**src/rtl/mvt_pkg.sv**
```systemverilog
// Shared types and constants for the matrix-vector transform core.
`timescale 1ns / 1ps

package mvt_pkg;

  localparam int DATA_W            = 32;
  localparam int PROD_W            = 2 * DATA_W;
  localparam int MAX_DIM           = 4;
  localparam int NUM_ELEMS         = MAX_DIM * MAX_DIM;
  localparam int IDX_W             = $clog2(NUM_ELEMS);
  localparam int DIM_DEFAULT       = 4;
  localparam int FRAC_BITS_DEFAULT = 16;

  typedef enum logic [0:0] {
    OP_LOAD      = 1'b0,
    OP_TRANSFORM = 1'b1
  } op_t;

  // Stage load enables handed from the pipeline control to every lane.
  typedef struct packed {
    logic s1_en;
    logic s2_en;
    logic s3_en;
  } lane_ctrl_t;

endpackage

```
**src/rtl/mvt_merge.sv**
```systemverilog
// Merge stage: collects the lane results into the output register.
`timescale 1ns / 1ps

module mvt_merge (
  input  logic                              clk,
  input  logic                              rst,
  input  logic                              in_valid,
  output logic                              in_ready,
  input  logic signed [mvt_pkg::DATA_W-1:0] lane_res [mvt_pkg::MAX_DIM],
  input  logic        [mvt_pkg::MAX_DIM-1:0] lane_ovf,
  output logic                              out_valid,
  input  logic                              out_ready,
  output logic signed [mvt_pkg::DATA_W-1:0] out_x,
  output logic signed [mvt_pkg::DATA_W-1:0] out_y,
  output logic signed [mvt_pkg::DATA_W-1:0] out_z,
  output logic signed [mvt_pkg::DATA_W-1:0] out_w,
  output logic                              overflow
);

  assign in_ready = !out_valid || out_ready;

  always_ff @(posedge clk) begin
    if (rst) begin
      out_valid <= 1'b0;
    end else if (in_ready) begin
      out_valid <= in_valid;
    end
  end

  always_ff @(posedge clk) begin
    if (in_ready && in_valid) begin
      out_x    <= lane_res[0];
      out_y    <= lane_res[1];
      out_z    <= lane_res[2];
      out_w    <= lane_res[3];
      overflow <= |lane_ovf;
    end
  end

endmodule

```
**config.mk**
```make
export PLATFORM = sky130hd
export DESIGN_NAME = mvt_merge
export DESIGN_NICKNAME = d
export VERILOG_FILES = /design/src/rtl/mvt_pkg.sv /design/src/rtl/mvt_merge.sv
export SDC_FILE = /design/constraint.sdc
export NUM_CORES = 1
export LEC_CHECK = 0
export BUFFER_PORTS_ARGS = -buffer_cell sky130_fd_sc_hd__buf_2
export CAP_MARGIN = 20
export CORE_MARGIN = 2
export CORE_UTILIZATION = 37
export CTS_CLUSTER_DIAMETER = 30
export DETAILED_ROUTE_END_ITERATION = 12
export PLACE_DENSITY = 0.76
export SETUP_SLACK_MARGIN = 0.3
export SKIP_CTS_REPAIR_TIMING = 1
export SKIP_LAST_GASP = 1
export SYNTH_ARGS = -nofsm -noshare
export SYNTH_HDL_FRONTEND = slang
export SYNTH_SLANG_ARGS = --single-unit
```
**constraint.sdc**
```tcl
create_clock -name clk -period 5.05 [get_ports clk]
set_input_delay 1.2625 -clock clk [delete_from_list [all_inputs] [get_ports clk]]
set_output_delay 1.2625 -clock clk [all_outputs]
set_load 0.01 [all_outputs]
```
==> results of run 1 <==
[synthesized netlist by cell type]
cell / instances / area (µm²)
edfxtp_1: 129 / 3870
a21oi_1: 1 / 5.00
and2_1: 1 / 6.26
dfxtp_1: 1 / 20.0
inv_1: 1 / 3.75
nand2b_1: 1 / 6.26
or4_1: 1 / 7.51
[worst max-delay path, stage by stage]
cell	delay (ns)
buf_2	0.10
nand2b_1	0.16
buf_2	0.15
[through the flow]
step | hold slack (ns) | setup slack [ns] | cell area [µm²]
after floorplan | 0.593 | 1.54 | 3920
after global placement | 0.506 | 2.13 | 5450
after detailed placement | 0.523 | 2.08 | 5450
after CTS | 0.534 | 2.12 | 6080
after global routing | 0.571 | 2.10 | 6080
final | 0.531 | 2.12 | 6080
[logic make-up (layout without fill, tap and decap cells)]
family | Yosys count | in the layout
buffers and inverters | 1 | 300
and+or+nand+nor | 3 | 3
AOI/OAI and AO/OA | 1 | 1
DFF | 130 | 130
[routing by layer]
| metal | up-vias | GRT usage [%] | wire length (µm) |
|---|---|---|---|
| li1 | 1123 | - | - |
| met2 | 168 | 25.8 | 4610 |
| met5 | - | 0 | 0 |
| met1 | 1126 | 15.3 | 3060 |
| met4 | 0 | 7.24 | 153 |
| met3 | 15 | 8.15 | 993 |
[how the worst max path moves through the flow]
stage	from	endpoint	slack (ns)
CTS	out_ready	in_ready	2.12
finish	out_ready	in_ready	2.12
global placement	out_ready	in_ready	2.13
detailed placement	out_ready	out_x[12]	2.08
global route	out_ready	in_ready	2.10
floorplan	out_ready	out_w[0]	1.54
[layout by cell type, fill, tap and decap left out, drive strengths merged]
master and count:
a21oi 1, and2 1, buf 267, bufinv 5, clkbuf 18, clkinv 6
clkinvlp 3, dfxtp 1, edfxtp 129, inv 1, nand2b 1, or4 1
[layout make-up]
| class | count | area, µm² |
|---|---|---|
| Clock inverter | 14 | 213 |
| Multi-Input combinational cell | 4 | 27.5 |
| Clock buffer | 18 | 418 |
| Fill cell | 786 | 4250 |
| Timing Repair Buffer | 267 | 1350 |
| Sequential cell | 130 | 3890 |
| Inverter | 1 | 3.75 |
| Tap cell | 136 | 170 |
[sequential cells by signal, indices dropped and copies added, names as in the netlist]
name	cells
overflow	1
out_valid	1
out_y	32
out_z	32
out_w	32
out_x	32
[power groups by stage]
stage               Clock (mW)  Combinational, mW  Sequential [mW]
CTS                       1.32              0.175             1.28
global route              1.37              0.186             1.28
detailed placement           0              0.175             1.30
floorplan                    0             0.0198             1.34
global placement             0              0.170             1.30
finish                    1.28              0.172             1.28
==> metrics.md, run 1 <==
| Metric | Value |
|---|---|
| Run status | completed |
| Worst hold path startpoint | out_valid |
| # rows | 37 |
| Total global routing overflow | 0 |
| Cell-internal power | between 2 and 2.5 mW |
| Post-route ant nets | 0 |
| Nets | between 500 and 600 |
| Clock skew | about 0.011 ns |
| Final setup viols | 0 |
| Cell Area, Synth | ~0.0039 mm² |
| R2r endpoint | out_z[31] |
| Reg2reg path depth | 3 |
| Worst vdd ir | roughly 0.25 mV |
| Post-layout util | a little under 60% |
| Final Instance Count excl. Fillers | 570 |
| Die Ht | roughly 110 µm |
| CTS Buffer Depth | 2 |
| Fin crit period | 2.93 ns |
| Inserted Clock Buffers | 17 |
| First-pass GRT wire length | 12400 µm |
| Compound-gate portion of the synthesized area | less than 1% |
| Max-cap violations | 0 |
| Root Buffer | clkbuf_8 |
| R2R Setup Slk | about 3.2 ns |
| Clk pwr share | 46.9% |
| XOR/XNOR share of the synthesized area | 0% |
| PwrDens | ~450 mW/mm² |
| Post-synthesis cell type count | 7 |
| Die width | roughly 110 µm |
| Critical Path AT | roughly 1.7 ns |
| Worst setup EP type | output port |
| DRC | 0 |
| Overall Power | around 2.7 mW |
| Core Area | between 0.01 and 0.015 mm² |
| GRT Util Overall | roughly 15% |
| Vias per inst | about 4.3 |
| Sw Share | 19.9% |
| Share of layout cells above drive strength 1 | between 60% and 70% |
| Largest net degree at the start of global routing | between 60 and 70 |
| Mux contribution to synthesized area | 0% |
| N_diodes | 0 |
| Origin of the critical flop-to-flop path | out_valid |
| Register bit count reported by yosys | between 100 and 150 |
| Largest family of logic cells by synthesized area | simple AND/OR/NAND/NOR gates |
| Clk sinks | 130 |
| Mean routed wirelength per cell | around 15 µm |
| H-tree levels | 4 |
| Fin. Hold Viols | 0 |
| Ports | ~270 |
| Worst-path fanout max | 3 |
| Initial DRC count | between 100 and 150 |
| WP data required | roughly 3.8 ns |
| Critical path class | in -> out |
| Setup TNS | 0 ns |
| Initial antenna violation count | 0 |
| Worst-Margin Slew | approximately 0.84 ns |
| RSZ-0062 raised after global routing | false |
| Syn Nets | around 270 |
| CTS tree | done |
| Hpwl dp | around 6600 µm |
| Worst hold path stage count | 2 |
| Leak pwr | about 2.6 nW |
| Clock Pin Slew Worst Setup and Hold Paths | roughly 0.060 ns |
| Initial Util | approximately 38% |
| Syn Inst Count | 135 |
| Sequential Power Share | 46.8% |
| Combinational Power Share | approximately 6.3% |
| Syn Area/Cell | ~29 µm² |
| Drt pass-1 iters | 4 |
| HP Class | reg -> reg |
| GP Congestion | 0.694 |
| Via count | about 2400 |
| IO buf count | about 270 |
| Yosys warns | 0 |
| Final period util | between 50% and 60% |
| Worst-skew pair later-pin latency | 0.51 ns |
| Seq/Total Area, Yosys | 99.3% |
| Vias in the first global route | between 2000 and 3000 |
| Startpoint type of the worst setup path | primary input |
| Hold Path End | out_valid |
| Achievable Freq | ~340 MHz |
| P&R area growth vs syn | 54.9% |
| Placed Cells | ~540 |
| Fin. max-slew vios | 0 |
| Post-synthesis adder-cell area fraction | 0% |
| Routed WL | ~8800 µm |
| Synth Area in Simple Gates | 0.510% |
| Slew Limit Headroom | between 40% and 50% |
| Die Footprint | about 0.011 mm² |
| NetSw | about 540 µW |
Note: power is estimated with default switching activity, not from simulation.
==> run 2: changes to the inputs <==
==> constraint.sdc (replaced) <==
create_clock -name clk -period 2.6 [get_ports clk]
set_input_delay 0.65 -clock clk [delete_from_list [all_inputs] [get_ports clk]]
set_output_delay 0.65 -clock clk [all_outputs]
set_load 0.01 [all_outputs]
==> run 2 against run 1 <==
Against the previous run: final cell count rose by 0.18%; die area stayed put; cell area is 0.37% lower; routed wire length increased by 2.4%; largest cell class unchanged; critical path type is now reg -> out.
==> metrics.md, run 2 (synthesis results as in run 1) <==
| Metric | Value |
|---|---|
| Placed Cells | around 540 |
| Core Area | just over 0.01 mm² |
| NetSw | 1.01 mW |
| Vias per inst | 4.33 |
| IO buf count | around 270 |
| Startpoint type of the worst setup path | register |
| Cell-internal power | about 4.1 mW |
| Die Ht | ~110 µm |
| Achievable Freq | approximately 600 MHz |
| Crit path depth | 2 |
| Setup TNS | 0 ns |
| Crit path largest cell delay | 0.33 ns |
| Total global routing overflow | 0 |
| Drt pass-1 iters | 4 |
| Commonest non-fill, non-tap cell in the layout | buf_2 |
| Inserted Clock Buffers | 17 |
| GRT Util Overall | between 10% and 20% |
| Worst vdd ir | between 0.3 and 0.4 mV |
| CTS tree | done |
| Clock Pin Slew Worst Setup and Hold Paths | 0.06 ns |
| Slowest cell on crit path | dfxtp_1 |
| Pre-CTS setup slack | approximately 0.87 ns |
| Vias in the first global route | 2486 |
| Sw Share | 19.6% |
| CTS Buffer Depth | 2 |
| HP Class | in -> reg |
| H-tree levels | 4 |
| First-pass GRT wire length | around 13000 µm |
| Run status | completed |
| CP cell instances | nand2b_1 -> buf_2 |
| Fin crit period | between 1.5 and 2 ns |
| Max-cap violations | 0 |
| Initial Util | a little under two fifths |
| Die Footprint | 0.0114 mm² |
| Critical Path AT | roughly 1.1 ns |
| Final period util | approximately two thirds |
| Share of layout cells above drive strength 1 | approximately two thirds |
| Worst setup EP type | output port |
| # rows | 37 |
| Commonest cells after routing, fill and taps aside | buf_2, edfxtp_1, clkbuf_16, bufinv_16, clkinv_2 |
| Worst hold path stage count | 2 |
| Initial DRC count | 61 |
| Post-layout util | between 50% and 60% |
| Initial antenna violation count | 1 |
| CP top delay family | flip-flops |
| WP data required | between 1.5 and 2 ns |
| Worst Path Buf+Inv | 1 |
| Clk sinks | 130 |
| Worst-Margin Slew | between 0.3 and 0.4 ns |
| Largest net degree at the start of global routing | between 60 and 70 |
| Sequential Power Share | between 40% and 50% |
| Ports | ~270 |
| Final Instance Count excl. Fillers | between 500 and 600 |
| DRC | 0 |
| Leak pwr | ~2.6 nW |
| GP Congestion | between 0.6 and 0.7 |
| PwrDens | around 850 mW/mm² |
| Worst-path fanout max | 3 |
| R2R Setup Slk | 1.31 ns |
| Reg2reg path depth | 3 |
| Fin worst setup slack | 0.892 ns |
| Via count | 2472 |
| Routed WL | 9020 µm |
| Fin. Hold Viols | 0 |
| Post-route ant nets | 0 |
| N_diodes | 0 |
| Fin. max-slew vios | 0 |
| Hpwl dp | 6860 µm |
| Mean routed wirelength per cell | ~16 µm |
| Nets | approximately 560 |
| Critical path class | reg -> out |
| RSZ-0062 raised after global routing | false |
| P&R area growth vs syn | 54.4% |
| Final setup viols | 0 |
| Die width | around 110 µm |
| Combinational Power Share | roughly 6.6% |
| Worst-skew pair later-pin latency | approximately 0.50 ns |
| Root Buffer | clkbuf_8 |
| Slew Limit Headroom | between 70% and 80% |
| Clk pwr share | a little under half |
| Clock skew | roughly 0.0077 ns |
-- run 2: cell types whose count changed in the layout (fill, tap and decap cells not counted) --
cell        delta
clkinv_4       -3
clkinv_2       +2
clkbuf_1       +1
clkinv_1       +2
clkinvlp_4     -1
bufinv_16      -1
buf_12         +1
-- run 2: path summary, 6_finish.rpt --
check | to | start
setup / recovery | in_ready | out_valid
hold / removal | out_valid | rst
setup reg to reg | out_x[6] | out_valid
hold reg to reg | out_valid | out_valid
-- run 2: power by group through the flow --
stage	clock network (mW)	registers (mW)	logic, mW
after floorplan	0	2.60	0.0393
after global placement	0	2.52	0.338
after detailed placement	0	2.53	0.348
after CTS	2.39	2.48	0.349
after global routing	2.47	2.49	0.371
final	2.33	2.48	0.343
-- run 2: worst reg2reg max path, cell delays in order (launching register included) --
cell      delay (ns)
dfxtp_1         0.31
nand2b_1        0.10
and2_4          0.19
buf_12          0.30
-- run 2: through the flow --
step	hold slack (ns)	power, mW	area (µm²)
global route	0.269	5.33	6050
detailed placement	0.523	2.87	5470
global placement	0.507	2.86	5470
CTS	0.269	5.22	6050
floorplan	0.601	2.63	3930
finish	0.300	5.16	6050
-- run 2: layout make-up --
type	instances	area [µm²]
fillers	819	4270
flip-flops and latches	130	3890
repair buffers	268	1370
clock buffers	19	422
well taps	136	170
clock inverters	13	166
multi-input cells	4	27.5
inverters	1	3.75
-- run 2: metal layers --
layer | global-route usage (%) | wire [µm]
met5 | 0 | 8
met4 | 8.35 | 216
met3 | 8.27 | 1020
met2 | 25.3 | 4570
met1 | 15.8 | 3200
